**config.mk**
```make
export PLATFORM = sky130hd
export DESIGN_NAME = contiguous_first_fit_block_allocator_core
export DESIGN_NICKNAME = d
export VERILOG_FILES = /design/src/design/cfba_pkg.sv /design/src/design/cfba_cell.sv /design/src/design/cfba_ctrl.sv /design/src/design/contiguous_first_fit_block_allocator_core.sv
export SDC_FILE = /design/constraint.sdc
export NUM_CORES = 1
export LEC_CHECK = 0
export ABC_CLOCK_PERIOD_IN_PS = 7600
export BUFFER_PORTS_ARGS = -buffer_cell sky130_fd_sc_hd__buf_2
export CORE_MARGIN = 2
export CORE_UTILIZATION = 60
export CTS_CLUSTER_SIZE = 16
export DETAILED_ROUTE_END_ITERATION = 10
export GPL_ROUTABILITY_DRIVEN = 0
export PLACE_DENSITY = 0.78
export SLEW_MARGIN = 20
export SYNTH_ARGS = -nofsm -noshare
export SYNTH_HDL_FRONTEND = slang
export SYNTH_HIERARCHICAL = 1
export SYNTH_SLANG_ARGS = --single-unit
```
**constraint.sdc**
```tcl
create_clock -name clk_i -period 7.6 [get_ports clk_i]
set_clock_uncertainty 0.2 [all_clocks]
set_input_delay 1.52 -clock clk_i [delete_from_list [all_inputs] [get_ports clk_i]]
set_output_delay 1.52 -clock clk_i [all_outputs]
set_load 0.02 [all_outputs]
```
**src/design/cfba_pkg.sv**
```systemverilog
// Shared types for the contiguous first-fit block allocator.
// No dependencies; used by cfba_ctrl and the top level.
`default_nettype none

package cfba_pkg;

  // Sequencer states, one-hot coded.
  typedef enum logic [3:0] {
    ST_IDLE = 4'b0001,
    ST_SCAN = 4'b0010,
    ST_MARK = 4'b0100,
    ST_RESP = 4'b1000
  } state_e;

  // Control handed from the sequencer to the ring of block cells.
  typedef struct packed {
    logic shift;     // Every cell takes its neighbor's bit.
    logic tail_bit;  // Bit that re-enters the ring at the last cell.
  } ring_ctrl_t;

  // Width of the blocks_in_use register and of the request size.
  localparam int unsigned CfgW  = 8;
  localparam int unsigned SizeW = 8;
  localparam int unsigned IdxOutW = 7;

endpackage

`default_nettype wire

```
**src/design/cfba_cell.sv**
```systemverilog
// One block cell of the occupancy ring: holds the occupied bit of one block.
// No dependencies.
`default_nettype none

module cfba_cell (
  input  wire  clk_i,
  input  wire  rst_ni,
  input  wire  shift_i,
  input  wire  occ_i,
  output logic occ_o
);

  logic occ_q;
  logic occ_d;

  // Take the neighbor's bit when the ring rotates.
  assign occ_d = shift_i ? occ_i : occ_q;

  // All blocks are free after reset.
  always_ff @(posedge clk_i or negedge rst_ni) begin
    if (!rst_ni) begin
      occ_q <= 1'b0;
    end else begin
      occ_q <= occ_d;
    end
  end

  assign occ_o = occ_q;

endmodule

`default_nettype wire

```
**src/design/cfba_ctrl.sv**
```systemverilog
// Sequencer of the allocator: runs the scan and mark passes over the ring.
// Depends on cfba_pkg.
`default_nettype none

module cfba_ctrl #(
  parameter int unsigned NUM_BLOCKS = 128
) (
  input  wire                            clk_i,
  input  wire                            rst_ni,
  input  wire                            start,
  output logic                           busy,
  input  wire  [cfba_pkg::SizeW-1:0]     request_size_i,
  input  wire  [cfba_pkg::CfgW-1:0]      blocks_in_use_i,
  input  wire                            head_i,
  output cfba_pkg::ring_ctrl_t           ring_o,
  output logic                           done_o,
  output logic                           granted_o,
  output logic [cfba_pkg::IdxOutW-1:0]   first_block_o,
  output logic [cfba_pkg::IdxOutW-1:0]   last_block_o
);

  localparam int unsigned IdxW  = (NUM_BLOCKS > 2) ? $clog2(NUM_BLOCKS) : 1;
  localparam int unsigned RunW0 = $clog2(NUM_BLOCKS + 1);
  localparam int unsigned CmpW0 = (RunW0 > cfba_pkg::SizeW) ? RunW0 : cfba_pkg::SizeW;
  localparam int unsigned CmpW  = (CmpW0 > IdxW) ? CmpW0 : IdxW;
  localparam logic [IdxW-1:0] LastIdx = IdxW'(NUM_BLOCKS - 1);

  cfba_pkg::state_e state_q, state_d;
  logic [IdxW-1:0]            idx_q, idx_d;
  logic [CmpW-1:0]            run_q, run_d;
  logic [cfba_pkg::SizeW-1:0] want_q, want_d;
  logic                       found_q, found_d;
  logic [IdxW-1:0]            first_q, first_d;
  logic [IdxW-1:0]            last_q, last_d;

  logic            usable;
  logic [CmpW-1:0] run_inc;
  logic            in_run;

  // Block index is inside the configured limit; idx below NUM_BLOCKS caps it.
  assign usable  = CmpW'(idx_q) < CmpW'(blocks_in_use_i);
  assign run_inc = run_q + CmpW'(1);
  assign in_run  = (idx_q >= first_q) && (idx_q <= last_q);

  // Scan and mark sequencing.
  always_comb begin
    state_d = state_q;
    idx_d   = idx_q;
    run_d   = run_q;
    want_d  = want_q;
    found_d = found_q;
    first_d = first_q;
    last_d  = last_q;
    ring_o.shift    = 1'b0;
    ring_o.tail_bit = head_i;
    case (state_q)
      cfba_pkg::ST_IDLE: begin
        if (start) begin
          want_d  = request_size_i;
          idx_d   = '0;
          run_d   = '0;
          found_d = 1'b0;
          first_d = '0;
          last_d  = '0;
          state_d = cfba_pkg::ST_SCAN;
        end
      end
      cfba_pkg::ST_SCAN: begin
        ring_o.shift = 1'b1;
        if (!found_q && usable && (want_q != '0)) begin
          if (!head_i) begin
            run_d = run_inc;
            if (run_inc == CmpW'(want_q)) begin
              found_d = 1'b1;
              last_d  = idx_q;
              first_d = IdxW'(CmpW'(idx_q) + CmpW'(1) - CmpW'(want_q));
            end
          end else begin
            run_d = '0;
          end
        end
        idx_d = idx_q + IdxW'(1);
        if (idx_q == LastIdx) begin
          idx_d   = '0;
          state_d = found_d ? cfba_pkg::ST_MARK : cfba_pkg::ST_RESP;
        end
      end
      cfba_pkg::ST_MARK: begin
        ring_o.shift    = 1'b1;
        ring_o.tail_bit = head_i | in_run;
        idx_d = idx_q + IdxW'(1);
        if (idx_q == LastIdx) begin
          idx_d   = '0;
          state_d = cfba_pkg::ST_RESP;
        end
      end
      cfba_pkg::ST_RESP: begin
        state_d = cfba_pkg::ST_IDLE;
      end
      default: begin
        state_d = cfba_pkg::ST_IDLE;
      end
    endcase
  end

  // Control state.
  always_ff @(posedge clk_i or negedge rst_ni) begin
    if (!rst_ni) begin
      state_q <= cfba_pkg::ST_IDLE;
      idx_q   <= '0;
      run_q   <= '0;
      found_q <= 1'b0;
    end else begin
      state_q <= state_d;
      idx_q   <= idx_d;
      run_q   <= run_d;
      found_q <= found_d;
    end
  end

  // Request payload and run bounds.
  always_ff @(posedge clk_i) begin
    want_q  <= want_d;
    first_q <= first_d;
    last_q  <= last_d;
  end

  assign busy          = (state_q != cfba_pkg::ST_IDLE);
  assign done_o        = (state_q == cfba_pkg::ST_RESP);
  assign granted_o     = done_o & found_q;
  assign first_block_o = granted_o ? cfba_pkg::IdxOutW'(first_q) : '0;
  assign last_block_o  = granted_o ? cfba_pkg::IdxOutW'(last_q) : '0;

endmodule

`default_nettype wire

```
**src/design/contiguous_first_fit_block_allocator_core.sv**
```systemverilog
// Top level of the contiguous first-fit block allocator.
// Depends on cfba_pkg, cfba_cell and cfba_ctrl.
//
// Usage: drive request_size_i and raise start while busy is low; the request
// is taken at that clock edge and busy rises. The allocator looks for the
// lowest run of exactly request_size_i free blocks among blocks
// 0 .. blocks_in_use-1, marks it occupied and answers with one cycle of
// done_o carrying granted_o, first_block_o and last_block_o. A size of zero
// or a size with no fitting run is refused (granted_o low, indices zero) and
// leaves the map as it was. The receiver cannot stall: the answer is shown
// for exactly one cycle.
// A request keeps busy high until its reply is out, and busy falls in the cycle
// after done_o, with one request in flight at a time. The occupancy ring
// rotates one block past the sequencer per cycle, once to scan and, for a
// grant, once more to mark the run.
// cfg_we_i writes blocks_in_use (reset value 128). The user must raise it
// only while busy is low; the block itself does not enforce this. Reset
// frees all blocks at once; no clearing pass follows.
`default_nettype none

module contiguous_first_fit_block_allocator_core #(
  parameter int unsigned NUM_BLOCKS = 128
) (
  input  wire                           clk_i,
  input  wire                           rst_ni,
  input  wire                           cfg_we_i,
  input  wire  [cfba_pkg::CfgW-1:0]     cfg_wdata_i,
  input  wire                           start,
  output logic                          busy,
  input  wire  [cfba_pkg::SizeW-1:0]    request_size_i,
  output logic                          done_o,
  output logic                          granted_o,
  output logic [cfba_pkg::IdxOutW-1:0]  first_block_o,
  output logic [cfba_pkg::IdxOutW-1:0]  last_block_o
);

  logic [cfba_pkg::CfgW-1:0] blocks_in_use_q;
  logic [NUM_BLOCKS-1:0]     occ;
  cfba_pkg::ring_ctrl_t      ring_ctrl;

  // Configuration register.
  always_ff @(posedge clk_i or negedge rst_ni) begin
    if (!rst_ni) begin
      blocks_in_use_q <= cfba_pkg::CfgW'(128);
    end else if (cfg_we_i) begin
      blocks_in_use_q <= cfg_wdata_i;
    end
  end

  // Occupancy ring: cell 0 is the head the sequencer looks at.
  for (genvar k = 0; k < NUM_BLOCKS; k++) begin : g_cell
    logic nb;
    if (k == NUM_BLOCKS - 1) begin : g_tail
      assign nb = ring_ctrl.tail_bit;
    end else begin : g_body
      assign nb = occ[k+1];
    end
    cfba_cell u_cell (
      .clk_i   (clk_i),
      .rst_ni  (rst_ni),
      .shift_i (ring_ctrl.shift),
      .occ_i   (nb),
      .occ_o   (occ[k])
    );
  end

  // Sequencer.
  cfba_ctrl #(
    .NUM_BLOCKS (NUM_BLOCKS)
  ) u_ctrl (
    .clk_i           (clk_i),
    .rst_ni          (rst_ni),
    .start           (start),
    .busy            (busy),
    .request_size_i  (request_size_i),
    .blocks_in_use_i (blocks_in_use_q),
    .head_i          (occ[0]),
    .ring_o          (ring_ctrl),
    .done_o          (done_o),
    .granted_o       (granted_o),
    .first_block_o   (first_block_o),
    .last_block_o    (last_block_o)
  );

endmodule

`default_nettype wire

```
== Yosys cells after proc, flatten, opt, wreduce, memory -nomap -nowiden ==
Index checks and enable logic that the tools add are counted.
Storage, ports and cells
  bits in registers: 178
  latch bits: 0
  bits in writable memories: 0
  memory bits (read-only): 0
  input bits: 20
  output and inout port bits: 17
  logic and storage cells: 202
  memories: 0
Operators by class
  $add $sub $neg: 4
  multiply operators: 0
  div/mod/pow operators: 0
  magnitude comparators: 3
  equality and inequality tests: 13
  shift-type cells: 0
  muxes and demuxes: 30
  bitwise operators: 2
  reduce and logical (&&, ||, !) cells: 14
Operators by type and width (count)
  two-way mux 7 bit: 10
  case mux 7 bit (2 select lines): 3
  two-way mux 8 bit: 3
  two-way mux 4 bit: 4
  case mux 8 bit (2 select lines): 1
  adder 7 x 1 -> 7 bit (second input constant): 2
  case mux 4 bit (3 select lines): 1
  adder 8 x 1 -> 8 bit (second input constant): 1
  == test 8 bit: 1
  less-than comparator 7 x 8 -> 1 bit: 1
  inequality test 2 x 1 -> 1 bit (second input constant): 4
  nonzero test 8 bit: 1
  == test 7 bit (second input constant): 1
  greater-or-equal comparator 7 bit: 1
  less-or-equal comparator 7 bit: 1
  two-way mux 1 bit: 7
  subtractor 7 bit: 1
  AND reduction 2 bit: 3
  AND reduction 3 bit: 2
  AND reduction 5 bit: 1
  == test 4 x 1 -> 1 bit (second input constant): 1
  == test 4 x 2 -> 1 bit (second input constant): 1
  == test 4 x 3 -> 1 bit (second input constant): 1
  == test 4 bit (second input constant): 1
  9 further kinds: 13

== Longest topological paths before layout ==
  word-level depth: 9
  depth in mapped cells: 11
  depth with buffers taken out: 11

== Modules after synthesis ==
Netlist, hierarchy kept.
By module, submodules not included
  cfba_cell: instances 128, cells an instance 2, area an instance 40.0 um^2, seq. area each 25.0 um^2
  cfba_ctrl: instances 1, cells an instance 316, area an instance 3035.4 um^2, seq. area each 1162.4 um^2
  contiguous_first_fit_block_allocator_core: instances 1, cells an instance 17, area an instance 332.8 um^2, seq. area each 201.4 um^2

== Worst setup path before layout ==
Ideal clock, no wire load.
  kind: register -> register
  start: register u_ctrl.state_q[1]
  end: register u_ctrl.idx_q[5]
  setup time: 135 ps
  arrival: 5844 ps
  data required time: 7265 ps
  slack: 1421 ps
  stages on the path, launching flop included: 7
  buffers on the path: 0
  clock period less this slack: 6179 ps
  cell sequence: dfrtp_1 xor2_1 nand2_1 inv_1 nor2_1 o21ai_0 o41ai_1
Between the ends
  word-level cells in the longest chain between the ends: 4
  elaborated cells between the ends (all ways): 8
  classes of those cells: eq/ne (4); mux (1); reduce/logical (3)
Ends and longest elaborated chain
  start: declaration: RTL line cfba_ctrl.sv:28  | cfba_pkg::state_e state_q, state_d;
  start signal: assignment: RTL line cfba_ctrl.sv:109  | state_q <= cfba_pkg::ST_IDLE;
  start signal: assignment: RTL line cfba_ctrl.sv:114  | state_q <= state_d;
  == test 4 x 2 -> 1 bit / == test 4 x 3 -> 1 bit (equally long branches): RTL line cfba_ctrl.sv:56  | case (state_q)
  OR reduction 2 bit (no source line)
  nonzero test 2 bit (no source line)
  AND reduction 2 bit (no source line)
  end signal: assignment: RTL line cfba_ctrl.sv:115  | idx_q <= idx_d;
  end: declaration: RTL line cfba_ctrl.sv:29  | logic [IdxW-1:0] idx_q, idx_d;
Several ways; a longest one is shown, not always the timed one.
A chain may end at the register's enable or synchronous reset.

== Final worst setup path ==
  start: register u_ctrl.state_q[1]
  end: output last_block_o[2] (netlist bit)
Between the ends
  word-level cells in the longest chain between the ends: 3
Ends and longest elaborated chain
  == test 4 bit: RTL line cfba_ctrl.sv:129  | assign done_o = (state_q == cfba_pkg::ST_RESP);
  AND 1 bit: RTL line cfba_ctrl.sv:130  | assign granted_o = done_o & found_q;
  two-way mux 7 bit: RTL line cfba_ctrl.sv:132  | assign last_block_o = granted_o ? cfba_pkg::IdxOutW'(last_q) : '0;
  end: declaration: RTL line contiguous_first_fit_block_allocator_core.sv:34  | output logic [cfba_pkg::IdxOutW-1:0] last_block_o
No other way between the ends.

==> run metrics <==
Tot GR Track Use 21.2%; final-report setup violation count 0; GR Layer Usage met1 28.1%; Max IR drop VDD 0.150 mV; Layout area overhead 10.5%; WHS 0.303 ns; Logic pwr share 19.5%; leakage power 4.66 nW; Synth Net Count 643; vias in the first global route 4867; CTS tree built; GRT Residual Overflow 0; post-place setup slack 4.15 ns; synthesized area 8490 um2; Inst Count DP 796; fin crit share 51.2%; internal power 1.62 mW; post-route ant nets 0; Pre-Repair DR Iteration Count 4; Top Ports 37; Synth Register Bits 178; cts bufs inserted 17; Worst R2R Start u_ctrl/idx_q[4]; DRC viols 0; Worst setup EP type output port; Least-Margin Pin Slew 0.961 ns; slowest cell on the critical path nor4b_2; final net count 689; number of synthesized flops with an enable pin 22; Worst-Skew Late Latency 0.43 ns; Final min period 3.89 ns; vias 4637; fmax 257 MHz; Worst Path Required 5.88 ns; n_diodes 0; Initial Util 61.4%; postcts setup bufs 0; RSZ-0062 raised after global routing no; CTS clock-pin slew for the worst setup and hold paths 0.07 ns; post-detailed-route wirelength per cell 17.7 um; Layout Cells excl Fill 828; max-cap viol count 0; antenna violations before repair 0; HPWL after detailed placement 9210 um; DR vias/cell 5.60; layout cells sized above 1 34.9%; full die area 15100 um2; sequential share of power 46.4%; sequential area share after synthesis 53.8%; Final Hold Fails 0; first-pass GRT wire length 24500 um; mean post-synth cell area 14.4 um2; Max clock buf depth 2; # hold bufs at CTS 0; hold crit path type register to register; die width 123 um; final setup TNS 0 ns; Port Buf Inserts 36; min setup slack post-route 3.71 ns; Synth Instances 589; outcome finished, final reports clean; crit-path leading delay family simple AND/OR/NAND/NOR gates; CP Launch Type register; Sink Count 178; worst setup path class register to output port; Data arrival, critical path 2.17 ns; worst rel slew slack 35.8%; Power Density 248 nW/um2; Finished Cell Area 9390 um2; final WL 14700 um; Psw 0.701 mW; Resize count post-CTS 0; crit-path cells nor4b_2, and3_1, buf_2; core area 13800 um2; Slew Viols, Final 0; Crit Path Max Fanout 16; height of the die 123 um; initial DRC count 347; met2 Use GR 34.4%; launch point of the worst path u_ctrl/state_q[1]; Switching Fraction 30.2%; library cells used by synthesis 61; GR Util met3 4.06%; Hold Crit Start g_cell[6].u_cell/occ_o; Synth Warn # 6; CP Buf/Inv Count 1; Filler cells 934; post-place instance area 8850 um2; Clock Tree Root clkbuf_16; setup slack, reg-to-reg 4.40 ns; top_reg_cell synth dfrtp_1; CP max stage delay 0.87 ns; GR peak layer met2; FP Rows 43; Max H-tree Level 4; Clock Power Share 34.1%; largest net degree at the start of global routing 88; Synth async-reset ratio 87.6%
==> power by group through the flow <==
stage,Combinational [mW],Sequential (mW),Clock [mW]
3_3_place_gp,0.432,1.09,0
5_1_grt,0.498,1.08,0.852
3_5_place_dp,0.451,1.10,0
6_report,0.454,1.08,0.792
4_1_cts,0.455,1.08,0.811
2_1_floorplan,0.430,1.07,0
==> kinds of logic after synthesis <==
kind of cell | synth area share, %
buffers and inverters | 2.87
flip-flops | 53.8
AO/OA/AOI/OAI | 5.64
adder cells (fa/ha/maj) | 5.10
AND/OR/NAND/NOR | 6.61
XOR/XNOR | 1.84
multiplexers | 24.2
==> state kept, by name, indices dropped and copies added (netlist names), 4 cells and up <==
signal               cells
u_ctrl/idx_q             7
u_ctrl/state_q           4
g_cell.u_cell/occ_o    128
u_ctrl/run_q             8
blocks_in_use_q          8
u_ctrl/last_q            7
u_ctrl/want_q            8
u_ctrl/first_q           7
==> area by class of cell <==
type,instances,area [um2],area share (%)
tap,180,225,2.40
sequential,178,4570,48.6
clock inverter,15,109,1.16
clock buffer,17,425,4.53
timing repair buffer,38,209,2.23
multi-input combinational,356,3680,39.2
inverter,44,170,1.81
==> cell usage in the layout, fill, tap and decap left out, drive strengths merged, types with 2 or more instances in the layout <==
master,instances
buf,38
xnor2,10
inv,49
and3,20
clkinvlp,4
nor4b,3
nand4,2
clkinv,6
o21ai,19
a21oi,13
a21o,10
mux2,136
and2,9
dfrtp,154
a41oi,2
nor4,4
nand2b,2
nand2,17
nor2,20
clkbuf,17
o21a,2
and4,2
xor2,7
ha,33
a211oi,3
or2b,2
edfxtp,22
o211ai,5
nor3,2
a31oi,2
dfstp,2
nand3,13
==> cell usage after synthesis, types with 2 or more instances <==
library cell,number,area (um2)
a211oi_1,2,15.0
a21o_1,10,75.1
a21oi_1,11,55.1
a21oi_2,2,17.5
a41oi_1,2,17.5
and2_1,8,50.1
and3_1,19,119
buf_4,4,30.0
buf_6,3,33.8
clkbuf_1,4,15.0
dfrtp_1,154,3850
dfstp_2,2,52.6
edfxtp_1,22,661
ha_1,33,413
inv_1,43,161
mux2_4,136,2040
nand2_1,17,63.8
nand2b_1,2,12.5
nand3_1,13,65.1
nand4_1,2,12.5
nor2_1,20,75.1
nor3_1,2,10.0
nor4_1,4,25.0
o211ai_1,5,37.5
o21a_1,2,15.0
o21ai_0,17,85.1
o21ai_1,2,10.0
xnor2_1,9,78.8
xor2_1,7,61.3
==> routing by layer <==
| metal | part of all wire, % | vias to the layer above | routed length [um] |
|---|---|---|---|
| met1 | 44 | 2332 | 6500 |
| met5 | 0 | - | 0 |
| met3 | 3.1 | 35 | 449 |
| li1 | - | 2185 | - |
| met4 | 2.7 | 0 | 403 |
| met2 | 50 | 85 | 7330 |
==> worst paths after layout <==
kind,end,cells past startpoint
hold / removal,g_cell[5].u_cell/occ_o,1
setup / recovery,last_block_o[2],3
setup reg to reg,u_ctrl/last_q[4],7
max in group asynchronous,g_cell[7].u_cell/occ_o,2
hold reg to reg,g_cell[5].u_cell/occ_o,1
min in group asynchronous,g_cell[82].u_cell/occ_o,1
==> worst register-to-register path, cell delays in order (launching register included) <==
cell     delay [ns]
dfrtp_1        0.60
ha_1           0.33
a21o_1         0.18
a21oi_1        0.13
o21ai_1        0.12
a31oi_2        0.62
nand3_1        0.18
nand2_1        0.48
==> through the flow <==
step           util [%]  total power [mW]
4_1_cts            67.8              2.34
3_5_place_dp       64.0              1.55
5_1_grt            67.9              2.43
3_3_place_gp       64.0              1.53
6_report           67.9              2.32
2_1_floorplan         -              1.50
No activity file was read; power rests on OpenSTA's default activity.
